## src/rtl/wcht_ram.sv

```systemverilog
`timescale 1ns / 1ps
// Generic simple dual-port RAM with one write port and a registered read port.
// No dependencies.
module wcht_ram #(
  parameter int WIDTH = 8,
  parameter int DEPTH = 2
) (
  input  logic                     clk_i,
  input  logic                     we_i,
  input  logic [$clog2(DEPTH)-1:0] waddr_i,
  input  logic [WIDTH-1:0]         wdata_i,
  input  logic                     re_i,
  input  logic [$clog2(DEPTH)-1:0] raddr_i,
  output logic [WIDTH-1:0]         rdata_o
);

  logic [WIDTH-1:0] mem_q [DEPTH];
  logic [WIDTH-1:0] rdata_q;

  always_ff @(posedge clk_i) begin
    if (we_i) begin
      mem_q[waddr_i] <= wdata_i;
    end
    if (re_i) begin
      rdata_q <= mem_q[raddr_i];
    end
  end

  assign rdata_o = rdata_q;

endmodule

```

## config.mk

```make
export PLATFORM = sky130hd
export DESIGN_NAME = wcht_ram
export DESIGN_NICKNAME = d
export VERILOG_FILES = /design/src/rtl/wcht_ram.sv
export SDC_FILE = /design/constraint.sdc
export NUM_CORES = 1
export LEC_CHECK = 0
export BUFFER_PORTS_ARGS = -buffer_cell sky130_fd_sc_hd__buf_2
export CORE_AREA = 10 10 53 55
export DETAILED_ROUTE_END_ITERATION = 7
export DIE_AREA = 0 0 63 65
export GPL_TIMING_DRIVEN = 0
export MAX_ROUTING_LAYER = met4
export PLACE_DENSITY_LB_ADDON = 0.08
export SLEW_MARGIN = 10
export SYNTH_ARGS = -nofsm -noshare
export SYNTH_HDL_FRONTEND = slang
export SYNTH_SLANG_ARGS = --single-unit
```

## constraint.sdc

```tcl
create_clock -name clk_i -period 1.3 [get_ports clk_i]
set_clock_uncertainty 0.15 [all_clocks]
set_input_delay 0.13 -clock clk_i [delete_from_list [all_inputs] [get_ports clk_i]]
set_output_delay 0.13 -clock clk_i [all_outputs]
set_load 0.02 [all_outputs]
```

# After elaboration in Yosys (flattened, before gate mapping)
# Memories as Yosys holds them, arrays and structs flattened. A register that Yosys moved wholly into a read port is not among the register bits.
# Cells that the tools add are included.
[word_totals]
reg_bits = 0
in_bits = 13
ramBits = 16
n_memories = 1
elab_cells = 3
out_inout_bits = 8
[classes]
mux = 2
[mem_list]
columns = ["name", "words", "word_bits", "read_ports", "rd_clocked_by_memory_dff", "wr", "line", "text"]
rows = [
  ["mem_q", 2, 8, 1, 1, 1, "17", "logic [WIDTH-1:0] mem_q [DEPTH];"],
]
[op_table]
columns = ["op", "n"]
rows = [
  ["two-way mux 1 bit", 2],
]

# Logic depth before layout (Yosys ltp)
[depth]
word_depth = 2
mapped_depth = 2
depth_no_buf = 1

# Worst setup path before layout
# No wires, ideal clock.
[synth_timing]
path_type = "input port to flip-flop"
start = "input we_i"
end = "memory mem_q[0][0], enable pin"
n_path_buf = 0
setup_ns = 0.373
setup_slack_ns = 0.227
path_stages = 1
arrival_ns = 0.550
cell_sequence = "nor2b_1"
[synth_between]
elab_chain_cells = 2
[synth_rtl]
columns = ["element", "line", "text"]
rows = [
  ["from (decl)", "9", "input logic we_i,"],
  ["two-way mux 1 bit", "21", "if (we_i) begin"],
  ["two-way mux 1 bit (implied by the code)", "22", "mem_q[waddr_i] <= wdata_i;"],
  ["to (decl)", "17", ""],
]
# Every way passes these cells.

# Worst setup path in the final report
[layout_timing]
start = "register rdata_q[5] (netlist: rdata_o[5]), read port of mem_q"
end = "output rdata_o[5]"
[layout_lines]
columns = ["element", "line", "text"]
rows = [
  ["from (decl)", "18", "logic [WIDTH-1:0] rdata_q;"],
  ["to (decl)", "14", "output logic [WIDTH-1:0] rdata_o"],
]
# No word-level cell between the ends.

==> impl_metrics.tcl <==
set metrics [dict create \
    drv_slew 0 \
    cp_num_buf_inv 1 \
    status "finished, final reports clean" \
    dp_slack_ns -0.0197 \
    drt-initial-drc-count 2 \
    ant_nets 0 \
    grt_pass1_vias 433 \
    final_cell_mix "edfxtp_1 (24), buf_2 (19), dlygate4sd3_1 (9)" \
    insertion_delay_ns 0.31 \
    grt.overflow.total 0 \
    num_vias 416 \
    grt_max_degree 14 \
    track_usage_pct 6.83 \
    port_buffers 19 \
    grt_first_pass_wirelength_um 2100 \
    hp-class "primary input to register" \
    antenna_cells 0 \
    final-setup-viol-count 0 \
    wl_um 1310 \
    rows 16 \
    syn-cell-area_um2 865 \
    drc 0 \
    seq_area_frac_synth_pct 83.4 \
    worst-path-stages 1 \
    setup_slack_ns 0.155 \
    regArea_um2 721 \
    clock_sinks 24 \
    avgRoutedWirePerCell_um 13.9 \
    hold_violations 0 \
    cp.required_ns 1.02 \
    cp.arrival_ns 0.87 \
    fmax_mhz 873 \
    avgViaCountPerCell 4.43 \
    gp_congestion 0.617 \
    worst_pin_slew_ns 0.699 \
    tns_ns 0 \
    layout_commonest_cell "edfxtp_1" \
    start_util_pct 46.4 \
    crit_type "register to output port" \
    p_leak_uw 0.000433 \
    reg2reg_from "mem_q[0][4]" \
    rsz0062_at_grt "no" \
    ios 21 \
    whs_ns 0.0580 \
    syn-num-nets 48 \
    startpoint_type "register" \
    startpoint "rdata_o[5]" \
    n_fill_cell 154 \
    cp_max_fo 1 \
    crit_family "flip-flops" \
    fp.dieW_um 63 \
    worst_r2r_path_depth 1 \
    post_cts_resized 0 \
    critPathSlowestCell "edfxtp_1" \
    tritoncts "built" \
    drive_gt1_share_pct 46.3 \
    root_buffer "clkbuf_4" \
    multi_input_area_um2 133 \
    dr.pass1.iters 2 \
    drv_cap 0 \
    cts_buffer_depth 2 \
    slew_headroom_pct 53.3 \
    power_density_mw_per_mm2 1250 \
    syn_avg_cell_area_um2 24.7 \
    yosys_warnings 0 \
    antenna_found_initial 0 \
    die-area_mm2 0.00410 \
    cts_made_buffers 3 \
    timing.final.crit_period_ns 1.15 \
    synth-seq-cells 24 \
    core_mm2 0.00186 \
    r2r_slack_ns 0.25 \
    path_cells "buf_2" \
    setup.worst_path.end_class "output port" \
    period_share_pct 88.1 \
    reg2reg_to "rdata_o[4]" \
    nets 81 \
    slowest_delay_ns 0.39 \
    total_power_uw 1390 \
    synthCells 35 \
    cts-htree-levels 1 \
    areaGrowthSynthToFinish_pct 28.4 \
    clk_pin_slew_worst_paths_ns 0.13 \
    chipHeight_um 65 \
    synthDistinctLibCells 5 \
    endpoint "rdata_o[5]" \
    irDropWorstVdd_v 0.000814 \
]
-- per-stage QoR --
stage          cells  instance area (um^2)  utilization, %
2_1_floorplan     35                   865               -
3_3_place_gp      81                   993            53.4
3_5_place_dp      81                   993            53.4
4_1_cts           94                  1110            59.6
5_1_grt           94                  1110            59.6
6_report          94                  1110            59.6
-- sequential cells by signal, summed over array words and instances, names as in the netlist --
| register | count |
|---|---|
| mem_q | 16 |
| rdata_o | 8 |
-- how the worst min path moves through the flow --
stage	start	end	cells past startpoint	slack [ns]
final	raddr_i	rdata_o[2]	2	0.06
after global routing	raddr_i	rdata_o[2]	2	0.05
after CTS	raddr_i	rdata_o[2]	2	0.06
after detailed placement	wdata_i[7]	mem_q[0][7]	1	0.17
after global placement	wdata_i[5]	mem_q[1][5]	1	0.17
after floorplan	wdata_i[0]	mem_q[0][0]	0	0.08
-- cells in the mapped netlist (all sizes together) --
master	number	share of area, %
and2	1	0.72
nor2b	1	0.72
edfxtp	24	83
mux2	8	14
buf	1	1.3
-- area by class of cell --
cell class	instances	area share, %
Tap cell	27	3.04
Buffer	1	1.01
Clock inverter	1	0.338
Timing Repair Buffer	28	16.7
Clock buffer	3	2.03
Multi-Input combinational cell	10	12.0
Sequential cell	24	64.9
-- power breakdown --
| part | leakage [uW] | total [uW] | switching, uW | internal, uW |
|---|---|---|---|---|
| Combinational | 0.000189 | 146 | 67.6 | 78.6 |
| Clock | 0.0000154 | 320 | 208 | 112 |
| Sequential | 0.000228 | 925 | 12.4 | 913 |
-- cell families (layout without fill, tap and decap cells) --
logic type / after synthesis / after routing / synth area share [%]
multiplexers: 8 / 8 / 13.9
AND/OR/NAND/NOR: 2 / 2 / 1.45
flip-flops: 24 / 24 / 83.4
buffers and inverters: 1 / 33 / 1.30
-- layer usage --
metal / up-vias / share of wire, % / global-route usage, %
li1: 206 / - / -
met1: 191 / 44 / 7.45
met2: 19 / 48 / 10.0
met3: 0 / 7.8 / 3.61
met4: 0 / 0 / 3.35
met5: - / 0 / -
-- timing repair --
action | CTS | global route
endpoints found under the hold margin | 24 | 0
hold buffers | 9 | 0
setup buffers | 0 | 0
Note: power is estimated with default switching activity, not from simulation.
