$ cat config.mk
export PLATFORM = sky130hd
export DESIGN_NAME = wcht_hash
export DESIGN_NICKNAME = d
export VERILOG_FILES = /design/src/rtl/wcht_pkg.sv /design/src/rtl/wcht_hash.sv
export SDC_FILE = /design/constraint.sdc
export NUM_CORES = 1
export LEC_CHECK = 0
export ABC_CLOCK_PERIOD_IN_PS = 9800
export BUFFER_PORTS_ARGS = -buffer_cell sky130_fd_sc_hd__buf_4
export CORE_MARGIN = 2
export CORE_UTILIZATION = 56
export CTS_CLUSTER_DIAMETER = 80
export DETAILED_ROUTE_END_ITERATION = 12
export GPL_TIMING_DRIVEN = 0
export MAX_ROUTING_LAYER = met4
export PLACE_DENSITY = 0.95
export SLEW_MARGIN = 40
export SYNTH_ARGS = -nofsm -noshare
export SYNTH_HDL_FRONTEND = slang
export SYNTH_SLANG_ARGS = --single-unit
$ cat constraint.sdc
create_clock -name clk_i -period 9.8 [get_ports clk_i]
set_input_delay 1.96 -clock clk_i [delete_from_list [all_inputs] [get_ports clk_i]]
set_output_delay 1.96 -clock clk_i [all_outputs]
set_load 0.05 [all_outputs]
$ cat src/rtl/wcht_pkg.sv
`timescale 1ns / 1ps
// Shared types, widths and codes of the word count hash table.
// No dependencies; the top level, hash unit, controller and testbench import this package.
package wcht_pkg;

  localparam int TABLE_SLOTS_DEF = 1024;
  localparam int KEY_CHARS_DEF   = 8;
  localparam int MAX_DOCS_DEF    = 8;

  localparam int NUM_WEIGHTS = 8;
  localparam int WEIGHT_W    = 14;
  localparam int CFG_IDX_W   = 3;
  localparam int KEY_BITS    = 64;
  localparam int DOC_W       = 3;
  localparam int SEL_W       = 10;
  localparam int COUNT_W     = 16;

  localparam int IN_TDATA_W  = 80;
  localparam int OUT_TDATA_W = 96;

  typedef enum logic [1:0] {
    STATUS_COUNTED  = 2'd0,
    STATUS_INSERTED = 2'd1,
    STATUS_FULL     = 2'd2,
    STATUS_READ     = 2'd3
  } wcht_status_e;

  typedef logic [NUM_WEIGHTS-1:0][WEIGHT_W-1:0] wcht_weights_t;

  typedef struct packed {
    logic                action;
    logic [KEY_BITS-1:0] word_key;
    logic [DOC_W-1:0]    doc_number;
    logic [SEL_W-1:0]    slot_select;
  } wcht_req_t;

  typedef struct packed {
    wcht_status_e        status;
    logic [SEL_W-1:0]    slot_index;
    logic                slot_valid;
    logic [KEY_BITS-1:0] stored_key;
    logic [COUNT_W-1:0]  doc_count;
  } wcht_result_t;

endpackage

$ cat src/rtl/wcht_hash.sv
`timescale 1ns / 1ps
// Home slot unit: weighted character sum (one character per cycle) or value_i,
// then a reciprocal-multiply reduction modulo the table size. Depends on wcht_pkg.
module wcht_hash #(
  parameter int TABLE_SLOTS = wcht_pkg::TABLE_SLOTS_DEF,
  parameter int KEY_CHARS   = wcht_pkg::KEY_CHARS_DEF
) (
  input  logic                             clk_i,
  input  logic                             rst_ni,
  input  logic                             start_i,
  input  logic                             use_key_i,
  input  logic [8*KEY_CHARS-1:0]           key_i,
  input  logic [wcht_pkg::SEL_W-1:0]       value_i,
  input  wcht_pkg::wcht_weights_t          weights_i,
  output logic                             done_o,
  output logic [$clog2(TABLE_SLOTS)-1:0]   slot_o
);
  import wcht_pkg::*;

  localparam int KEY_W  = 8 * KEY_CHARS;
  localparam int SLOT_W = $clog2(TABLE_SLOTS);
  localparam int HASH_W = $clog2(KEY_CHARS * 255 * 16383 + 1);
  localparam int PROD_W = 2 * HASH_W;
  localparam int TAB_W  = SLOT_W + 1;
  localparam int P2_W   = HASH_W + TAB_W;
  localparam int MAC_W  = 8 + WEIGHT_W;
  localparam int RECIP  = (2 ** HASH_W) / TABLE_SLOTS;

  localparam logic [2:0] HS_IDLE = 3'd0;
  localparam logic [2:0] HS_MAC  = 3'd1;
  localparam logic [2:0] HS_MUL1 = 3'd2;
  localparam logic [2:0] HS_MUL2 = 3'd3;
  localparam logic [2:0] HS_CORR = 3'd4;

  logic [2:0]        state_q, state_d;
  logic [2:0]        ci_q, ci_d;
  logic [KEY_W-1:0]  key_q, key_d;
  logic [HASH_W-1:0] acc_q, acc_d;
  logic [PROD_W-1:0] p1_q, p1_d;
  logic [P2_W-1:0]   p2_q, p2_d;
  logic [SLOT_W-1:0] slot_q, slot_d;
  logic              done_q, done_d;
  logic [MAC_W-1:0]  mac_prod;
  logic [TAB_W-1:0]  rem;

  always_comb begin
    state_d  = state_q;
    ci_d     = ci_q;
    key_d    = key_q;
    acc_d    = acc_q;
    p1_d     = p1_q;
    p2_d     = p2_q;
    slot_d   = slot_q;
    done_d   = 1'b0;
    mac_prod = MAC_W'(key_q[7:0]) * MAC_W'(weights_i[ci_q]);
    rem      = TAB_W'(acc_q) - TAB_W'(p2_q);
    if (rem >= TAB_W'(TABLE_SLOTS)) begin
      rem = rem - TAB_W'(TABLE_SLOTS);
    end
    unique case (state_q)
      HS_IDLE: begin
        if (start_i) begin
          ci_d  = '0;
          key_d = key_i;
          if (use_key_i) begin
            acc_d   = '0;
            state_d = HS_MAC;
          end else begin
            acc_d   = HASH_W'(value_i);
            state_d = HS_MUL1;
          end
        end
      end
      HS_MAC: begin
        acc_d = acc_q + HASH_W'(mac_prod);
        key_d = key_q >> 8;
        ci_d  = ci_q + 3'd1;
        if (ci_q == 3'(KEY_CHARS - 1)) begin
          state_d = HS_MUL1;
        end
      end
      HS_MUL1: begin
        p1_d    = PROD_W'(acc_q) * PROD_W'(RECIP);
        state_d = HS_MUL2;
      end
      HS_MUL2: begin
        p2_d    = P2_W'(p1_q[PROD_W-1:HASH_W]) * P2_W'(TABLE_SLOTS);
        state_d = HS_CORR;
      end
      HS_CORR: begin
        slot_d  = rem[SLOT_W-1:0];
        done_d  = 1'b1;
        state_d = HS_IDLE;
      end
      default: begin
        state_d = HS_IDLE;
      end
    endcase
  end

  always_ff @(posedge clk_i or negedge rst_ni) begin
    if (!rst_ni) begin
      state_q <= HS_IDLE;
      done_q  <= 1'b0;
    end else begin
      state_q <= state_d;
      done_q  <= done_d;
    end
  end

  always_ff @(posedge clk_i) begin
    ci_q   <= ci_d;
    key_q  <= key_d;
    acc_q  <= acc_d;
    p1_q   <= p1_d;
    p2_q   <= p2_d;
    slot_q <= slot_d;
  end

  assign done_o = done_q;
  assign slot_o = slot_q;

endmodule

======== Word-level counts from Yosys, hierarchy flattened ========
Index checks and enable logic that the tools add are counted.
W data, S select, Z words.
word-level totals
  flip-flop bits (word level) ............. 118
  bits in latches ......................... 0
  RAM bits ................................ 0
  bits in read-only memories .............. 0
  input bits .............................. 190
  output and inout port bits .............. 11
  word-level logic and storage cells ...... 41
  memories ................................ 0
cells by class
  add/sub/neg operators ................... 4
  multiply operators ...................... 1
  divide/modulo/power cells ............... 0
  order comparisons ....................... 2
  equal/unequal tests ..................... 7
  shift operators ......................... 0
  multiplexer cells ....................... 15
  bitwise operators ....................... 0
  reductions and logical operators ........ 4
operators with widths
  operator                 number
  $pmux W64 S2             1
  $mux W64                 1
  $pmux W25 S2             1
  $bmux W14 S3             1
  $add A25 B22 Y25         1
  $mux W25                 1
  $mul A8 B14 Y22          1
  $mux W10                 2
  $mux W14                 1
  $pmux W3 S4              1
  $ge A11 B11 Y1 const B   1
  $sub A11 B11 Y11         1
  $sub A10 B1 Y10 const B  1
  $mux W3                  3
  $eq A3 B2 Y1 const B     2
  $eq A3 B3 Y1 const B     2
  $pmux W3 S2              1
  $lt A3 B4 Y1 const B     1
  $ne A2 B2 Y1 const B     2
  $reduce_and A2 Y1        2
  $add A3 B1 Y3 const B    1
  $eq A3 B1 Y1 const B     1
  $logic_not A3 Y1         1
  $mux W2                  1
  other kinds (2)          2

======== Depth between registers and ports, before layout ========
  depth after elaboration ................. 5
  gate-level depth with buffers ........... 22
  mapped depth without buffers ............ 20

======== Worst setup path after synthesis ========
OpenSTA, ideal clock, no wires.
  path kind ............................... input port to flip-flop
  from .................................... input start_i
  to ...................................... register acc_q[0] (enable)
  library setup time ...................... 0.607 ns
  arrival time ............................ 7.215 ns
  data required time ...................... 9.193 ns
  slack ................................... 1.978 ns
  stages on the path ...................... 2
  path buffers ............................ 0
  cells stage by stage .................... nor2_1 nor3_1
on the way
  cells in the longest elaborated chain, start to end .. 2
ends and longest elaborated chain
  what                         RTL line          text
  from (decl)                  wcht_hash.sv:10   input logic start_i,
  $ne A2 B2 Y1 (no line)       -
  $reduce_and A2 Y1 (no line)  -
  to (signal assigned)         wcht_hash.sv:114  acc_q <= acc_d;
  to (decl)                    wcht_hash.sv:38   logic [HASH_W-1:0] acc_q, acc_d;
Every way passes these cells.
A chain may end at the register's enable or synchronous reset.

======== Worst setup path in the final report ========
  from .................................... input weights_i[58] (netlist name)
  to ...................................... register acc_q[9], data pin
on the way
  cells in the longest elaborated chain, start to end .. 5
ends and longest elaborated chain
  what                            RTL line         text
  from (decl)                     wcht_hash.sv:14  input wcht_pkg::wcht_weights_t weights_i,
  $bmux W14 S3                    wcht_hash.sv:55  mac_prod = MAC_W'(key_q[7:0]) * MAC_W'(weights_i[ci_q]);
  $mux W14 (implied by the code)  wcht_hash.sv:55
  $mul A8 B14 Y22                 wcht_hash.sv:55
  $add A25 B22 Y25                wcht_hash.sv:75  acc_d = acc_q + HASH_W'(mac_prod);
  $pmux W25 S2                    wcht_hash.sv:60  unique case (state_q)
  via acc_d[9]                    wcht_hash.sv:38
The timed path passes the listed nets, and every way through them passes these cells. The select of a mux whose other input is x is not followed.

==> results.toml <==
[status]
status = "complete, no violations"

[sta]
clock_skew_ps = 11.9
whs_ps = 461
worst_pin_slew_ps = 860
setup_viol = 0
period_share_pct = 69.9
rsz0062_at_grt = "no"
hold_violations = 0
clock.fmax_mhz = 146
maxSlewViolCount = 0
tns_ps = 0
slew_headroom_pct = 42.2
period_minus_slack_ps = 6850

[yosys]
yosysSeqAreaShare_pct = 45.1
synth_nets = 812
synth_area_um2 = 6020
synth.distinct_cells = 42
synth_flop_cell = "edfxtp_1"
synth-seq-cells = 91
synth-edff-count = 87
syn_area_per_cell_um2 = 10.6
syn_inst = 569
async_flop_share_pct = 4.40
yosys_warnings = 0

[global_route]
antenna_found_initial = 0
grt_max_degree = 17
top_usage_layer = "met2"
grt_pass1_vias = 5039
use_met2_pct = 49.7
grt_pass1_wl_um = 23500
use_met3_pct = 6.42
grt_overflow = 0
track_usage_pct = 27.5
met1_usage_pct = 29.2

[hold_path]
hp-start = "acc_q[1]"
hp-class = "reg2reg"

[floorplanning]
start_util_pct = 58.0
fp-row-count = 37
die_h_um = 108
boundaryPins = 201
core_um2 = 10400
die_w_um = 108
fp.dieArea_um2 = 11600

[route]
via_per_inst = 5.36
detail-route-antenna-nets = 0
vias = 4828
routed_wl_um = 15200
drc = 0
wire_per_inst_um = 16.9
drtIter0Drc = 347
drtPass1Iterations = 7

[clock_tree]
cts_resized = 0
clock-root-buffer = "clkbuf_8"
path_clk_slew_ps = 90
cts_tree = "done"
clock_sinks = 91
cts_max_level = 3
cts.path.max_buffers = 2
cts_buffers = 9
clock_latency_ps = 360
cts_setup_buffers = 0
hold_buffers = 0

[critical_path]
worstSetupPathType = "in2reg"
critPathLaunchType = "primary input"
worstSetupStartpoint = "weights_i[58]"
arrival_ps = 7070
path_max_fanout = 8
crit_required_ps = 10020
reg2reg_from = "ci_q[0]"
worstSetupEndpointType = "flop"

[placed_design]
gp_congestion = 0.867
hpwlAfterDp_um = 12200
portBuffers = 168
post_dp_cell_area_um2 = 7530

[cells_and_area]
drive_above_1_share_pct = 28.9
final_nets = 1002
antenna_cells = 0
nFillCells = 666
stdcell_area_um2 = 7750
syn2layout_area_growth_pct = 28.9

[job]
drv_cap = 0
[critical path, stage by stage]
cell and delay (ps):
buf_4 80, nor2b_1 140, a2111oi_0 100, nor4_2 800, nand2_1 180, fa_1 550, inv_1 60, ha_1 290
ha_1 280, inv_1 50, fa_1 530, inv_1 50, ha_1 210, fa_1 420, a21o_1 200, a21oi_1 240
o21bai_1 90, a21oi_1 180, xnor2_1 130, xnor3_1 410, o21ai_1 120
[stage by stage]
step	util [%]	cells	worst slack, ps
6_report	74.8	900	2950
5_1_grt	74.8	900	2580
4_1_cts	74.7	900	2990
3_5_place_dp	72.6	884	2620
3_3_place_gp	71.8	873	90.4
2_1_floorplan	-	569	1980
[registers in the layout, indices dropped and copies added, names as in the netlist]
signal   count
done_o       1
state_q      3
ci_q         3
acc_q       10
slot_o      10
key_q       64
[final timing paths]
check	end	slack, ps	cells past startpoint
max in group asynchronous	state_q[1]	8320	1
setup reg to reg	acc_q[9]	3570	19
hold / removal	slot_o[1]	460	0
hold reg to reg	slot_o[1]	460	0
setup / recovery	acc_q[9]	2950	21
min in group asynchronous	done_o	1370	1
[layer usage]
metal	vias to the layer above	share of wire (%)
met2	257	52
met1	2272	37
met4	0	2.9
met5	-	0
li1	2253	-
met3	46	8.7
[synth_stat cells, types with 4 or more instances]
library cell / number / area share [%]
buf_2: 4 / 0.33
nand2_1: 196 / 12
mux2_2: 5 / 0.94
mux4_1: 7 / 3.1
fa_1: 32 / 11
buf_1: 5 / 0.31
and3_1: 4 / 0.42
dfrtp_1: 4 / 1.7
a21oi_1: 7 / 0.58
clkbuf_1: 14 / 0.87
nand2b_1: 11 / 1.1
ha_1: 21 / 4.4
nor2_1: 6 / 0.37
nor2b_1: 23 / 2.4
xnor2_1: 13 / 1.9
inv_1: 54 / 3.4
a2111oi_0: 5 / 0.73
nand3b_1: 6 / 0.75
mux4_2: 7 / 2.6
o21ai_0: 9 / 0.75
edfxtp_1: 87 / 43
mux2i_1: 8 / 1.3
and2_1: 12 / 1.2
[kinds of logic (layout without fill, tap and decap cells)]
group	count (synthesis)	after routing	synth area share [%]
AO/OA/AOI/OAI	28	28	2.85
XOR/XNOR	17	17	3.16
adder cells (fa/ha/maj)	53	53	15.0
buffers and inverters	82	277	5.64
flip-flops	91	91	45.1
multiplexers	28	28	8.19
AND/OR/NAND/NOR	270	270	20.0
[cell usage in the layout, fill, tap and decap left out, types with 6 or more instances in the layout]
master / count
a21oi_1: 7
clkbuf_8: 9
nor2b_1: 23
nand2b_1: 11
o21ai_0: 9
nor2_1: 6
fa_1: 32
buf_4: 176
mux4_2: 7
nand3b_1: 6
ha_1: 21
edfxtp_1: 87
clkbuf_1: 15
nand2_1: 196
buf_2: 9
mux4_1: 7
inv_1: 54
xnor2_1: 13
mux2i_1: 7
and2_1: 12
[final cells by class]
cell class / instances / area (um^2) / area share, %
Timing Repair Buffer: 179 / 1330 / 17.2
Sequential cell: 91 / 2710 / 35.0
Buffer: 27 / 133 / 1.71
Multi-Input combinational cell: 396 / 2980 / 38.4
Tap cell: 136 / 170 / 2.19
Inverter: 55 / 206 / 2.66
Clock buffer: 10 / 128 / 1.65
Clock inverter: 6 / 96.3 / 1.24
Power is not shown: default switching activity piles up to over one toggle a cycle in this logic, so the estimate is an artifact.
