[src/rtl/wcht_pkg.sv]
`timescale 1ns / 1ps
// Shared types, widths and codes of the word count hash table.
// No dependencies; the top level, hash unit, controller and testbench import this package.
package wcht_pkg;

  localparam int TABLE_SLOTS_DEF = 1024;
  localparam int KEY_CHARS_DEF   = 8;
  localparam int MAX_DOCS_DEF    = 8;

  localparam int NUM_WEIGHTS = 8;
  localparam int WEIGHT_W    = 14;
  localparam int CFG_IDX_W   = 3;
  localparam int KEY_BITS    = 64;
  localparam int DOC_W       = 3;
  localparam int SEL_W       = 10;
  localparam int COUNT_W     = 16;

  localparam int IN_TDATA_W  = 80;
  localparam int OUT_TDATA_W = 96;

  typedef enum logic [1:0] {
    STATUS_COUNTED  = 2'd0,
    STATUS_INSERTED = 2'd1,
    STATUS_FULL     = 2'd2,
    STATUS_READ     = 2'd3
  } wcht_status_e;

  typedef logic [NUM_WEIGHTS-1:0][WEIGHT_W-1:0] wcht_weights_t;

  typedef struct packed {
    logic                action;
    logic [KEY_BITS-1:0] word_key;
    logic [DOC_W-1:0]    doc_number;
    logic [SEL_W-1:0]    slot_select;
  } wcht_req_t;

  typedef struct packed {
    wcht_status_e        status;
    logic [SEL_W-1:0]    slot_index;
    logic                slot_valid;
    logic [KEY_BITS-1:0] stored_key;
    logic [COUNT_W-1:0]  doc_count;
  } wcht_result_t;

endpackage

[src/rtl/wcht_ctrl.sv]
`timescale 1ns / 1ps
// Table controller: clearing pass, linear probe over the two table memories,
// read-modify-write of the counter rows and the result register. Depends on wcht_pkg.
module wcht_ctrl #(
  parameter int TABLE_SLOTS = wcht_pkg::TABLE_SLOTS_DEF,
  parameter int KEY_CHARS   = wcht_pkg::KEY_CHARS_DEF,
  parameter int MAX_DOCS    = wcht_pkg::MAX_DOCS_DEF
) (
  input  logic                                      clk_i,
  input  logic                                      rst_ni,
  input  logic                                      in_valid_i,
  output logic                                      in_ready_o,
  input  wcht_pkg::wcht_req_t                       req_i,
  output logic                                      hash_start_o,
  output logic                                      hash_use_key_o,
  output logic [8*KEY_CHARS-1:0]                    hash_key_o,
  output logic [wcht_pkg::SEL_W-1:0]                hash_value_o,
  input  logic                                      hash_done_i,
  input  logic [$clog2(TABLE_SLOTS)-1:0]            hash_slot_i,
  output logic                                      mem_re_o,
  output logic [$clog2(TABLE_SLOTS)-1:0]            mem_raddr_o,
  output logic                                      key_we_o,
  output logic [$clog2(TABLE_SLOTS)-1:0]            key_waddr_o,
  output logic [8*KEY_CHARS-1:0]                    key_wdata_o,
  input  logic [8*KEY_CHARS-1:0]                    key_rdata_i,
  output logic                                      cnt_we_o,
  output logic [$clog2(TABLE_SLOTS)-1:0]            cnt_waddr_o,
  output logic [1+wcht_pkg::COUNT_W*MAX_DOCS-1:0]   cnt_wdata_o,
  input  logic [1+wcht_pkg::COUNT_W*MAX_DOCS-1:0]   cnt_rdata_i,
  output logic                                      out_valid_o,
  input  logic                                      out_ready_i,
  output wcht_pkg::wcht_result_t                    result_o
);
  import wcht_pkg::*;

  localparam int KEY_W  = 8 * KEY_CHARS;
  localparam int SLOT_W = $clog2(TABLE_SLOTS);
  localparam int ROW_W  = 1 + COUNT_W * MAX_DOCS;

  localparam logic [2:0] ST_CLEAR = 3'd0;
  localparam logic [2:0] ST_IDLE  = 3'd1;
  localparam logic [2:0] ST_HASH  = 3'd2;
  localparam logic [2:0] ST_PROBE = 3'd3;
  localparam logic [2:0] ST_EMIT  = 3'd4;

  logic [2:0]        state_q, state_d;
  logic [SLOT_W-1:0] clr_q, clr_d;
  logic              action_q, action_d;
  logic [KEY_W-1:0]  key_q, key_d;
  logic [DOC_W-1:0]  doc_q, doc_d;
  logic [SLOT_W-1:0] slot_q, slot_d;
  logic [SLOT_W:0]   probe_q, probe_d;
  wcht_result_t      res_q, res_d;
  wcht_result_t      out_q, out_d;
  logic              out_valid_q, out_valid_d;

  logic               accept;
  logic [DOC_W-1:0]   doc_red;
  logic [COUNT_W-1:0] cnt_cur, cnt_new;
  logic [ROW_W-1:0]   row_upd, row_ins;
  logic               row_used, key_hit;
  logic [SLOT_W-1:0]  slot_next;

  assign accept = in_valid_i && in_ready_o;

  always_comb begin
    doc_red = req_i.doc_number;
    for (int k = 0; k < 7; k++) begin
      if (int'(doc_red) >= MAX_DOCS) begin
        doc_red = doc_red - DOC_W'(MAX_DOCS);
      end
    end
  end

  always_comb begin
    cnt_cur = '0;
    for (int l = 0; l < MAX_DOCS; l++) begin
      if (int'(doc_q) == l) begin
        cnt_cur = cnt_rdata_i[1 + COUNT_W*l +: COUNT_W];
      end
    end
    cnt_new = (cnt_cur == '1) ? cnt_cur : cnt_cur + COUNT_W'(1);
    row_upd = cnt_rdata_i;
    row_ins = ROW_W'(1);
    for (int l = 0; l < MAX_DOCS; l++) begin
      if (int'(doc_q) == l) begin
        row_upd[1 + COUNT_W*l +: COUNT_W] = cnt_new;
        row_ins[1 + COUNT_W*l +: COUNT_W] = COUNT_W'(1);
      end
    end
  end

  assign row_used  = cnt_rdata_i[0];
  assign key_hit   = (key_rdata_i == key_q);
  assign slot_next = (slot_q == SLOT_W'(TABLE_SLOTS - 1)) ? '0 : slot_q + SLOT_W'(1);

  always_comb begin
    state_d        = state_q;
    clr_d          = clr_q;
    action_d       = action_q;
    key_d          = key_q;
    doc_d          = doc_q;
    slot_d         = slot_q;
    probe_d        = probe_q;
    res_d          = res_q;
    out_d          = out_q;
    out_valid_d    = out_valid_q;
    in_ready_o     = (state_q == ST_IDLE);
    hash_start_o   = 1'b0;
    hash_use_key_o = !req_i.action;
    hash_key_o     = req_i.word_key[KEY_W-1:0];
    hash_value_o   = req_i.slot_select;
    mem_re_o       = 1'b0;
    mem_raddr_o    = slot_q;
    key_we_o       = 1'b0;
    key_waddr_o    = slot_q;
    key_wdata_o    = key_q;
    cnt_we_o       = 1'b0;
    cnt_waddr_o    = slot_q;
    cnt_wdata_o    = row_upd;

    if (out_valid_q && out_ready_i) begin
      out_valid_d = 1'b0;
    end

    unique case (state_q)
      ST_CLEAR: begin
        cnt_we_o    = 1'b1;
        cnt_waddr_o = clr_q;
        cnt_wdata_o = '0;
        clr_d       = clr_q + SLOT_W'(1);
        if (clr_q == SLOT_W'(TABLE_SLOTS - 1)) begin
          state_d = ST_IDLE;
        end
      end
      ST_IDLE: begin
        if (accept) begin
          hash_start_o = 1'b1;
          action_d     = req_i.action;
          key_d        = req_i.word_key[KEY_W-1:0];
          doc_d        = doc_red;
          state_d      = ST_HASH;
        end
      end
      ST_HASH: begin
        if (hash_done_i) begin
          mem_re_o    = 1'b1;
          mem_raddr_o = hash_slot_i;
          slot_d      = hash_slot_i;
          probe_d     = '0;
          state_d     = ST_PROBE;
        end
      end
      ST_PROBE: begin
        res_d.slot_index = SEL_W'(slot_q);
        res_d.slot_valid = 1'b1;
        res_d.stored_key = KEY_BITS'(key_q);
        priority if (action_q) begin
          res_d.status     = STATUS_READ;
          res_d.slot_valid = row_used;
          res_d.stored_key = row_used ? KEY_BITS'(key_rdata_i) : '0;
          res_d.doc_count  = row_used ? cnt_cur : '0;
          state_d          = ST_EMIT;
        end else if (!row_used) begin
          key_we_o        = 1'b1;
          cnt_we_o        = 1'b1;
          cnt_wdata_o     = row_ins;
          res_d.status    = STATUS_INSERTED;
          res_d.doc_count = COUNT_W'(1);
          state_d         = ST_EMIT;
        end else if (key_hit) begin
          cnt_we_o        = 1'b1;
          res_d.status    = STATUS_COUNTED;
          res_d.doc_count = cnt_new;
          state_d         = ST_EMIT;
        end else if (probe_q == (SLOT_W+1)'(TABLE_SLOTS - 1)) begin
          res_d.status     = STATUS_FULL;
          res_d.slot_index = '0;
          res_d.slot_valid = 1'b0;
          res_d.stored_key = '0;
          res_d.doc_count  = '0;
          state_d          = ST_EMIT;
        end else begin
          mem_re_o    = 1'b1;
          mem_raddr_o = slot_next;
          slot_d      = slot_next;
          probe_d     = probe_q + (SLOT_W+1)'(1);
        end
      end
      ST_EMIT: begin
        if (!out_valid_q || out_ready_i) begin
          out_d       = res_q;
          out_valid_d = 1'b1;
          state_d     = ST_IDLE;
        end
      end
      default: begin
        state_d = ST_IDLE;
      end
    endcase
  end

  always_ff @(posedge clk_i or negedge rst_ni) begin
    if (!rst_ni) begin
      state_q     <= ST_CLEAR;
      clr_q       <= '0;
      out_valid_q <= 1'b0;
    end else begin
      state_q     <= state_d;
      clr_q       <= clr_d;
      out_valid_q <= out_valid_d;
    end
  end

  always_ff @(posedge clk_i) begin
    action_q <= action_d;
    key_q    <= key_d;
    doc_q    <= doc_d;
    slot_q   <= slot_d;
    probe_q  <= probe_d;
    res_q    <= res_d;
    out_q    <= out_d;
  end

  assign out_valid_o = out_valid_q;
  assign result_o    = out_q;

endmodule

[config.mk]
export PLATFORM = sky130hd
export DESIGN_NAME = wcht_ctrl
export DESIGN_NICKNAME = d
export VERILOG_FILES = /design/src/rtl/wcht_pkg.sv /design/src/rtl/wcht_ctrl.sv
export SDC_FILE = /design/constraint.sdc
export NUM_CORES = 1
export LEC_CHECK = 0
export BUFFER_PORTS_ARGS = -buffer_cell sky130_fd_sc_hd__buf_2
export CORE_AREA = 2 2 264 266
export DETAILED_ROUTE_END_ITERATION = 8
export DIE_AREA = 0 0 266 268
export GPL_TIMING_DRIVEN = 0
export PLACE_DENSITY_LB_ADDON = 0.2
export SLEW_MARGIN = 20
export SYNTH_ARGS = -nofsm -noshare
export SYNTH_HDL_FRONTEND = slang
export SYNTH_SLANG_ARGS = --single-unit
export TNS_END_PERCENT = 30
[constraint.sdc]
create_clock -name clk_i -period 6.6 [get_ports clk_i]
set_input_delay 0.33 -clock clk_i [delete_from_list [all_inputs] [get_ports clk_i]]
set_output_delay 0.33 -clock clk_i [all_outputs]
set_load 0.1 [all_outputs]
Yosys cells after proc, flatten, opt, wreduce, memory -nomap -nowiden
Index checks and enable logic that the tools add are counted.

word-level totals
  input port bits = 286
  output and inout port bits = 397
  register bits after elaboration = 289

operators by class
  multiplexer cells = 80
  add/subtract/negate cells = 4
  bitwise gates (word level) = 1
  equal/unequal tests = 26
  reduce and logical (&&, ||, !) cells = 14

operator list
  cell                     count
  $mux W16                 20
  $mux W129                2
  $pmux W129 S2            1
  $mux W75                 2
  $mux W93                 1
  $mux W81                 1
  $mux W10                 8
  $eq A64 B64 Y1           1
  $mux W64                 1
  $mux W11                 5
  $mux W1                  24
  $mux W3                  8
  $pmux W11 S2             1
  $add A10 B1 Y10 const B  2
  $eq A10 B10 Y1 const B   2
  $pmux W10 S2             1
  $add A16 B1 Y16 const B  1
  $eq A16 B16 Y1 const B   1
  $eq A3 B3 Y1 const B     5
  $pmux W3 S5              1
  $ne A2 B2 Y1 const B     7
  $eq A3 B2 Y1 const B     4
  $add A11 B1 Y11 const B  1
  $eq A11 B10 Y1 const B   1
  16 further kinds         24

Longest topological paths before layout
Gate-level depths: netlist of the first run.

  depth in word-level cells = 15
  mapped depth = 18

Worst setup path after synthesis of the first run
OpenSTA, ideal clock, no wires.

  kind = reg2out
  start point = reg doc_q[0]
  end point = out cnt_wdata_o[115] (netlist bit)
  arrival = 5530 ps
  buffers on the path = 6
  setup slack = 740 ps
  required time = 6270 ps
  stages on the path, launching flop included = 18
  path through = edfxtp_1 buf_6 buf_12 buf_12 buf_2 a21oi_1 o21ai_0 and2_1 buf_2 inv_1 clkbuf_1 ha_1 nand2_1 a211oi_4 nand3_2 nor2_4 nor2_1 o31ai_1

between the ends
  cells in the longest elaborated chain, start to end = 15
  elaborated cells between the ends (all ways) = 23

ends and longest elaborated chain
  element                                                   line              RTL
  start: declaration                                        wcht_ctrl.sv:50   logic [DOC_W-1:0] doc_q, doc_d;
  start signal: assignment                                  wcht_ctrl.sv:218  doc_q <= doc_d;
  $logic_not A3 Y1                                          wcht_ctrl.sv:78   if (int'(doc_q) == l) begin
  $mux W16 (8 in a row)                                     wcht_ctrl.sv:78
  $add A16 B1 Y16 / $eq A16 B16 Y1 (equally long branches)  wcht_ctrl.sv:82   cnt_new = (cnt_cur == '1) ? cnt_cur : cnt_cur + COUNT_W'(1);
  $mux W16                                                  wcht_ctrl.sv:82
  $mux W16 *                                                wcht_ctrl.sv:86   if (int'(doc_q) == l) begin
  $mux W129                                                 wcht_ctrl.sv:164  end else if (!row_used) begin
  $mux W129                                                 wcht_ctrl.sv:158  priority if (action_q) begin
  $pmux W129 S2 *                                           wcht_ctrl.sv:126  unique case (state_q)
  end: declaration                                          wcht_ctrl.sv:28   output logic [1+wcht_pkg::COUNT_W*MAX_DOCS-1:0] cnt_wdata_o,

Mark *: on every way between the ends. The rest lies on a longest branch, timed or not.

Final worst setup path of the first run
  start point = reg doc_q[1]
  end point = out cnt_wdata_o[118] (netlist bit)

Same word-level chain as after synthesis.

==> results of run 1 <==
-- cells by family (layout without fill, tap and decap cells) --
logic type,after synthesis,after routing,share of synthesized area (%)
XOR/XNOR,84,84,4.51
AND/OR/NAND/NOR,463,463,13.9
adder cells (fa/ha/maj),4,4,0.307
buffers and inverters,191,996,6.69
flip-flops,289,289,52.1
other,0,7,0
AO/OA/AOI/OAI,411,411,17.4
multiplexers,66,66,5.06
-- worst min path at each step --
stage	from	end	slack, ns	cells after the start
5_1_grt	req_i[27]	key_wdata_o[14]$_DFFE_PP_	0.007	1
3_5_place_dp	rst_ni	clr_q[6]$_DFFE_PN0P_	0.25	1
3_3_place_gp	rst_ni	clr_q[7]$_DFFE_PN0P_	0.24	1
2_1_floorplan	rst_ni	clr_q[0]$_DFFE_PN0P_	0.03	0
6_report	req_i[27]	key_wdata_o[14]$_DFFE_PP_	0.02	1
4_1_cts	req_i[32]	key_wdata_o[19]$_DFFE_PP_	0.007	1
-- registers in the layout, summed over array words and instances, names as in the netlist --
signal / flops
key_waddr_o: 10
out_valid_o: 1
result_o: 93
key_wdata_o: 64
action_q: 1
state_q: 3
doc_q: 3
probe_q: 11
res_q: 93
clr_q: 10
-- placed cells by master, fill, tap and decap left out, types with 65 or more instances in the layout --
master	n
a21oi_1	101
a22o_1	67
buf_2	682
buf_4	78
clkbuf_1	72
dlygate4sd3_1	65
edfxtp_1	265
nand2_1	150
nand3_1	90
nor2_1	73
o21ai_0	84
xor2_1	71
-- worst register-to-register path, stage by stage (launching register included) --
cell and delay, ns:
edfxtp_1 0.62, buf_2 0.39, buf_2 0.37, a32o_1 0.29
o21ai_0 0.21, and2_1 0.19, buf_2 0.17, inv_1 0.10
clkbuf_1 0.39, ha_1 0.38, nand2_1 0.13, a211oi_4 0.42
nand3_2 0.27, nor2_1 0.24, mux2i_1 0.71, o22ai_1 0.16
-- metrics by stage --
step           hold WS (ns)  setup TNS (ns)  instances  total power [W]
2_1_floorplan        0.0344               0       1508          0.00893
3_3_place_gp          0.243         -128.05       3061           0.0106
3_5_place_dp          0.248               0       3067           0.0106
4_1_cts             0.00654               0       3195           0.0127
5_1_grt             0.00669               0       3197           0.0131
6_report             0.0228               0       3202           0.0126
-- timing repair --
action | in CTS | in global routing
endpoints found under the hold margin | 78 | 0
endpoints found under the setup margin | 0 | 4
hold buffers | 65 | 0
gates resized for setup | 0 | 4
-- power by group --
part           internal [W]  switching, W  total [W]  leakage (nW)
combinational       0.00122       0.00657    0.00779          6.17
sequential          0.00262      0.000248    0.00286          2.72
clock               0.00117      0.000816    0.00199         0.578
-- per-layer routing --
metal | vias up | wire length (µm) | GRT usage [%]
met4 | 6 | 3200 | 8.06
met5 | - | 38 | 0
met3 | 143 | 5780 | 4.58
li1 | 7219 | - | -
met1 | 7882 | 32600 | 26.0
met2 | 821 | 42300 | 40.4
-- layout make-up --
cell class | count | area, µm²
inverters | 16 | 62.6
multi-input cells | 1028 | 6760
diodes | 7 | 17.5
well taps | 882 | 1100
clock buffers | 38 | 908
plain buffers | 175 | 1030
fillers | 7139 | 45400
clock inverters | 25 | 274
flip-flops and latches | 289 | 8510
repair buffers | 742 | 4170
==> results.cfg, run 1 <==
[synth]
synthArstFlopShare_pct = 4.84
netlist.area_leader.share_pct = 48.8
synth_seq_cells = 289
avgSynthCellArea_um2 = 10.8
synth_area_leader_cell = edfxtp_1
seq_area_frac_synth_pct = 52.1
synth.cell_area_mm2 = 0.0163
synth.top_cells.by_count = edfxtp_1, nand2_1, a21oi_1
synthCells = 1508
yosys_warnings = 0
synthTopCellsByArea = edfxtp_1, xor2_1, a22o_1
synth.most_common_cell = edfxtp_1
synthFlopType = edfxtp_1
synth_edf_count = 265
yosysUniqueCellTypes = 86
synth_nets = 1798

[placement]
portBuffers = 671
gp_congestion = 0.941
dp_hpwl_um = 67000
dp_slack_ns = 0.740
postPlaceCellArea_mm2 = 0.0210

[worst_setup_path]
r2r_slack_ns = 1.26
rr_endpoint = res_q[12]$_DFFE_PP_
crit_required_ns = 6.27
r2r-start = doc_q[1]$_DFFE_PP_
cp_max_fo = 10
cp-end-kind = output port
worst-path-stages = 16
cp_cell_sequence = buf_2 -> buf_2 -> a32o_1 -> o21ai_0 -> and2_1 -> buf_2 -> inv_1 -> clkbuf_1 -> ha_1 -> nand2_1 -> a211oi_4 -> nand3_2 -> nor2_4 -> nor2_1 -> a21oi_1 -> clkbuf_4
cp-startpoint = doc_q[1]$_DFFE_PP_
endpoint = cnt_wdata_o[118]
critical_path_arrival_ns = 6.10
crit_buf_inv = 6
start_kind = register
worstSetupPathType = register to output port
worst_path_largest_cell_delay_ns = 0.62
crit_family = buffers and inverters
r2r_cells = 15
cpMostUsedCell = buf_2
cp_slowest_cell = edfxtp_1

[routing]
ant_nets = 0
dr.pass1.iters = 6
routedWlPerCell_um = 26.2
wl_um = 84000
via_per_inst = 5.02
drtIter0Drc = 1242
vias = 16071
drc = 0

[sta]
hold_viol = 0
setup_viol = 0
fin_crit_ns = 6.43
tightest_slew_ns = 1.11
slew_violations = 0
period_share_pct = 97.5
fin_ws_ns = 0.165
rsz0062_at_grt = false
max_freq_mhz = 155
skew_ns = 0.0314
max-slew-margin-rel_pct = 25.3

[global_route]
grt_pass1_wl_um = 115000
grt_max_degree = 54
grt_pass1_vias = 16038
grt_usage_pct = 22.3
antenna_found_initial = 14
grt.overflow.total = 0

[clocking]
ctsLongestPathBuffers = 3
cts_inserted_buffers = 36
numClockSinks = 289
clock-root-buffer = clkbuf_16
post_cts_buffers = 0
h-tree-depth = 2
tritoncts = built
clock_latency_ns = 0.56
clk_pin_slew_ns = 0.06

[final_layout]
area_delta_synth_final_pct = 39.9
final_util_pct = 33.5
final_layout_size_suffix_gt1_share_pct = 38.5
final_cell_area_mm2 = 0.0228
fin_nets = 2578

[floorplanning]
start_util_pct = 23.9
num_rows = 96
die_x_um = 266
die_h_um = 268
die_area_mm2 = 0.0713
fp.coreArea_mm2 = 0.0682
pin_count = 683

[power_and_ir_drop]
power_density_mw_per_mm2 = 554
vdd_drop_max_v = 0.000556
leakagePower_nw = 9.47

[outcome]
status = finished, final reports clean

[hold_path]
hold_path_class = input pin to register

[job]
drv_cap = 0
(Power assumes the default switching activity.)
==> inputs of run 2 (changes only) <==
--- a/config.mk
+++ b/config.mk
@@ -12,2 +12,3 @@
 export GPL_TIMING_DRIVEN = 0
+export HOLD_SLACK_MARGIN = 0.12
 export PLACE_DENSITY_LB_ADDON = 0.2
==> constraint.sdc (replaced) <==
create_clock -name clk_i -period 6.6 [get_ports clk_i]
set_input_delay 1.32 -clock clk_i [delete_from_list [all_inputs] [get_ports clk_i]]
set_output_delay 1.32 -clock clk_i [all_outputs]
set_load 0.1 [all_outputs]
==> results.cfg, run 2 (synthesis results as in run 1) <==
[outcome]
status = finished, final reports clean

[sta]
skew_ns = 0.0331
rsz0062_at_grt = true
timing.setup.tns_ns = 0
max-slew-margin-rel_pct = 20.1
period_share_pct = 97.1
slew_violations = 0
tightest_slew_ns = 1.19
max_freq_mhz = 156
hold_viol = 0
fin_crit_ns = 6.41
setup_viol = 0

[worst_setup_path]
cp_max_fo = 12
start_kind = register
crit_required_ns = 5.28
critical_path_arrival_ns = 5.09
r2r-start = doc_q[1]$_DFFE_PP_
r2r_slack_ns = 2.09
cp-startpoint = doc_q[1]$_DFFE_PP_
cp-end-kind = output port
worstSetupPathType = register to output port

[floorplanning]
die_h_um = 268
fp.coreArea_mm2 = 0.0682
pin_count = 683
die_area_mm2 = 0.0713
die_x_um = 266
start_util_pct = 23.9
num_rows = 96

[final_layout]
mostFrequentLayoutCells = buf_2, edfxtp_1, nand2_1
fin_nets = 2521
final_layout_size_suffix_gt1_share_pct = 40.4
area_delta_synth_final_pct = 37.7
final_common_cell = buf_2

[routing]
drtIter0Drc = 1064
drc = 0
ant_nets = 0
dr.pass1.iters = 8
vias = 15938
routedWlPerCell_um = 26.6
via_per_inst = 5.07
wl_um = 83500

[global_route]
grt_pass1_wl_um = 114000
antenna_found_initial = 12
grt_max_degree = 53
grt_usage_pct = 22.1
grt.overflow.total = 0
grt_pass1_vias = 15710

[power_and_ir_drop]
power_density_mw_per_mm2 = 564
vdd_drop_max_v = 0.000452
leakagePower_nw = 9.29
power_frac_comb_pct = 61.8
power.internal_w = 0.00508
seq_power_share_pct = 22.6
swShare_pct = 59.9
clockPowerShare_pct = 15.6
power_w = 0.0127
switchingPower_w = 0.00759

[clocking]
h-tree-depth = 2
tritoncts = built
cts_inserted_buffers = 35
clk_pin_slew_ns = 0.06
ctsLongestPathBuffers = 3
clock-root-buffer = clkbuf_16
clock_latency_ns = 0.54
numClockSinks = 289

[placement]
portBuffers = 671
gp_congestion = 0.987
dp_hpwl_um = 67300

[job]
drv_cap = 0

[hold_path]
hold_path_class = register to register
min_from = res_q[54]$_DFFE_PP_
[run 2: final cells by class]
class                           instances  area (µm²)
Antenna cell                            4        10.0
Buffer                                174        1040
Clock buffer                           45        1010
Clock inverter                         17         166
Fill cell                            7102       45800
Inverter                               16        66.3
Multi-Input combinational cell       1028        6870
Sequential cell                       289        8510
Tap cell                              882        1100
Timing Repair Buffer                  687        3700
[run 2: what timing repair did]
action                                  CTS  global route
gates resized for setup                  27            38
pin swaps                                 2             3
setup buffers                             5             5
hold buffers                              0             0
endpoints found under the setup margin  114           105
[run 2: worst max-delay path, cell delays in order (launching register included)]
cell	delay [ns]
edfxtp_1	0.36
buf_4	0.18
buf_4	0.15
buf_2	0.20
clkbuf_4	0.26
clkbuf_4	0.26
o2bb2ai_2	0.16
o21ai_2	0.09
and2_1	0.17
buf_2	0.19
clkinvlp_4	0.21
ha_2	0.28
nand2_1	0.11
a211oi_4	0.33
nand3_2	0.27
nor2_4	0.28
nor2_1	0.20
a21oi_1	0.43
buf_4	0.38
[run 2: final timing paths]
| kind | endpoint | cells after the start |
|---|---|---|
| min in group asynchronous | state_q[0]$_DFFE_PN0P_ | 1 |
| max in group asynchronous | clr_q[2]$_DFFE_PN0P_ | 1 |
| min reg2reg | result_o[54]$_DFFE_PP_ | 0 |
| max | cnt_wdata_o[38] | 18 |
| min | result_o[54]$_DFFE_PP_ | 0 |
| max reg2reg | res_q[12]$_DFFE_PP_ | 17 |
[run 2: power by group through the flow]
stage | sequential [W] | combinational, W | clock [W]
6_report | 0.00286 | 0.00783 | 0.00198
5_1_grt | 0.00290 | 0.00807 | 0.00210
4_1_cts | 0.00286 | 0.00777 | 0.00203
3_5_place_dp | 0.00290 | 0.00771 | 0
3_3_place_gp | 0.00295 | 0.00765 | 0
2_1_floorplan | 0.00394 | 0.00500 | 0
[run 2: per-layer routing]
| layer | track usage, % | part of all wire [%] | vias up |
|---|---|---|---|
| li1 | - | - | 7109 |
| met1 | 25.6 | 39 | 7841 |
| met2 | 40.1 | 51 | 824 |
| met3 | 4.45 | 7.0 | 154 |
| met4 | 8.05 | 3.6 | 10 |
| met5 | 0 | 0.071 | - |
[run 2: through the flow]
stage / utilization, % / worst slack [ns] / cells / hold WS [ns] / instance area (µm²)
2_1_floorplan: - / -0.616 / 1508 / 0.400 / 16400
3_3_place_gp: 30.5 / -1.98 / 3061 / 0.401 / 20800
3_5_place_dp: 30.8 / -0.299 / 3067 / 0.405 / 21000
4_1_cts: 32.7 / -0.0191 / 3133 / 0.406 / 22300
5_1_grt: 32.9 / -0.0312 / 3139 / 0.419 / 22500
6_report: 32.9 / 0.194 / 3142 / 0.402 / 22500
==> inputs of run 3 (changes only) <==
==> constraint.sdc (replaced) <==
create_clock -name clk_i -period 6.6 [get_ports clk_i]
set_input_delay 0.66 -clock clk_i [delete_from_list [all_inputs] [get_ports clk_i]]
set_output_delay 0.66 -clock clk_i [all_outputs]
set_load 0.1 [all_outputs]
==> results.cfg, run 3 (synthesis results as in run 1) <==
[sta]
rsz0062_at_grt = false
setup_viol = 0
skew_ns = 0.0308
hold_viol = 0
period_share_pct = 96.1
slew_violations = 0
max_freq_mhz = 158
tightest_slew_ns = 1.12
fin_crit_ns = 6.34
max-slew-margin-rel_pct = 25.0

[global_route]
grt_usage_pct = 22.1
antenna_found_initial = 16
grt_max_degree = 54
grt.overflow.total = 0
grt_pass1_wl_um = 114000
grt_pass1_vias = 15634

[power_and_ir_drop]
power_frac_comb_pct = 61.6
clockPowerShare_pct = 15.7
power.internal_w = 0.00499
switchingPower_w = 0.00762
leakagePower_nw = 9.22
power_w = 0.0126
swShare_pct = 60.4
vdd_drop_max_v = 0.000556
seq_power_share_pct = 22.7
power_density_mw_per_mm2 = 567

[worst_setup_path]
cp_max_fo = 12
worst-path-stages = 18
cp_cell_sequence = buf_4 -> buf_4 -> buf_2 -> buf_2 -> buf_2 -> o2bb2ai_2 -> o21ai_2 -> and2_1 -> buf_2 -> inv_1 -> ha_1 -> nand2_1 -> a211oi_4 -> nand3_2 -> nor4_4 -> mux2_4 -> o21ai_1 -> buf_2
r2r_slack_ns = 1.71
start_kind = register
crit_family = buffers and inverters
crit_required_ns = 5.94
rr_endpoint = res_q[6]$_DFFE_PP_
cpMostUsedCell = buf_2
worst_path_largest_cell_delay_ns = 0.48
r2r_cells = 17
r2r-start = doc_q[1]$_DFFE_PP_
crit_buf_inv = 8
worstSetupPathType = register to output port
cp-end-kind = output port
critical_path_arrival_ns = 5.68
cp_slowest_cell = buf_2

[routing]
dr.pass1.iters = 6
via_per_inst = 5.06
vias = 15881
ant_nets = 0
wl_um = 83200
drtIter0Drc = 1223
drc = 0
routedWlPerCell_um = 26.5

[final_layout]
area_delta_synth_final_pct = 36.2
final_layout_size_suffix_gt1_share_pct = 39.8
final_common_cell = buf_2
fin_nets = 2516
final_cell_area_mm2 = 0.0222
mostFrequentLayoutCells = buf_2, edfxtp_1, nand2_1

[floorplanning]
die_h_um = 268
start_util_pct = 23.9
pin_count = 683
num_rows = 96
die_x_um = 266
fp.coreArea_mm2 = 0.0682
die_area_mm2 = 0.0713

[outcome]
status = finished, final reports clean

[clocking]
clock_latency_ns = 0.55
clock-root-buffer = clkbuf_16
tritoncts = built
h-tree-depth = 2
clk_pin_slew_ns = 0.06
cts_inserted_buffers = 36
numClockSinks = 289
ctsLongestPathBuffers = 3

[placement]
postPlaceCellArea_mm2 = 0.0210
gp_congestion = 0.941
dp_hpwl_um = 67000
portBuffers = 671

[hold_path]
min_from = req_i[55]
worstHoldPathCells = 1
hold_path_end = key_wdata_o[42]$_DFFE_PP_
hold_path_class = input pin to register

[job]
drv_cap = 0
[run 3: changes by cell type in the layout (fill, tap and decap cells not counted), moves of 4 or more]
cell | before | now
buf_2 | 650 | 680
buf_4 | 99 | 85
buf_6 | 8 | 2
clkbuf_4 | 17 | 2
clkinv_1 | 8 | 4
diode_2 | 4 | 8
o31ai_1 | 16 | 26
o31ai_2 | 10 | 0
[run 3: how the worst max path moves through the flow]
stage / startpoint / to
after floorplan: doc_q[0]$_DFFE_PP_ / cnt_wdata_o[115]
after global placement: out_ready_i / result_o[24]$_DFFE_PP_
after detailed placement: doc_q[1]$_DFFE_PP_ / cnt_wdata_o[118]
after CTS: doc_q[2]$_DFFE_PP_ / cnt_wdata_o[83]
after global routing: doc_q[2]$_DFFE_PP_ / cnt_wdata_o[6]
final: doc_q[1]$_DFFE_PP_ / cnt_wdata_o[111]
[run 3: cell type report]
type / instances / area, µm²
diodes: 8 / 20.0
plain buffers: 174 / 1030
clock buffers: 38 / 908
clock inverters: 25 / 274
fillers: 7200 / 46000
inverters: 16 / 62.6
multi-input cells: 1028 / 6770
flip-flops and latches: 289 / 8510
well taps: 882 / 1100
repair buffers: 681 / 3560
[run 3: metal layers]
| metal | GRT usage, % | routed length [µm] | share of wire [%] |
|---|---|---|---|
| met1 | 26.0 | 32100 | 39 |
| met4 | 8.11 | 3190 | 3.8 |
| met5 | 0 | 50 | 0.060 |
| met3 | 4.56 | 5990 | 7.2 |
| met2 | 39.7 | 41800 | 50 |
[run 3: power by group through the flow]
| stage | sequential (W) | combinational [W] | clock (W) |
|---|---|---|---|
| after floorplan | 0.00394 | 0.00499 | 0 |
| after global placement | 0.00295 | 0.00767 | 0 |
| after detailed placement | 0.00290 | 0.00774 | 0 |
| after CTS | 0.00286 | 0.00777 | 0.00205 |
| after global routing | 0.00291 | 0.00802 | 0.00212 |
| final | 0.00286 | 0.00777 | 0.00199 |
[run 3: per-stage QoR]
stage / setup TNS [ns] / util, % / hold WS, ns / cells / worst slack, ns
after detailed placement: 0 / 30.7 / 0.405 / 3067 / 0.410
after floorplan: 0 / - / 0.364 / 1508 / 0.410
final: 0 / 32.6 / 0.292 / 3141 / 0.258
after CTS: 0 / 32.5 / 0.256 / 3134 / 0.0649
after global placement: -129.82 / 30.5 / 0.401 / 3061 / -1.41
after global routing: 0 / 32.6 / 0.269 / 3136 / 0.0677
[run 3: worst reg2reg max path: cells and delay by family, from the launching register on]
| family | cells | cell delay [ns] |
|---|---|---|
| buf+inv | 7 | 1.61 |
| compound gates | 5 | 1.62 |
| fa+ha+maj | 1 | 0.36 |
| flops | 1 | 0.35 |
| simple gates | 4 | 0.64 |
[run 3: what timing repair did]
| item | 4_1_cts | 5_1_grt |
|---|---|---|
| setup buffers | 3 | 0 |
| hold buffers | 1 | 0 |
| gates cloned | 0 | 0 |
| resized for setup | 5 | 3 |
| setup endpoints to repair | 16 | 39 |
| endpoints found under the hold margin | 14 | 0 |
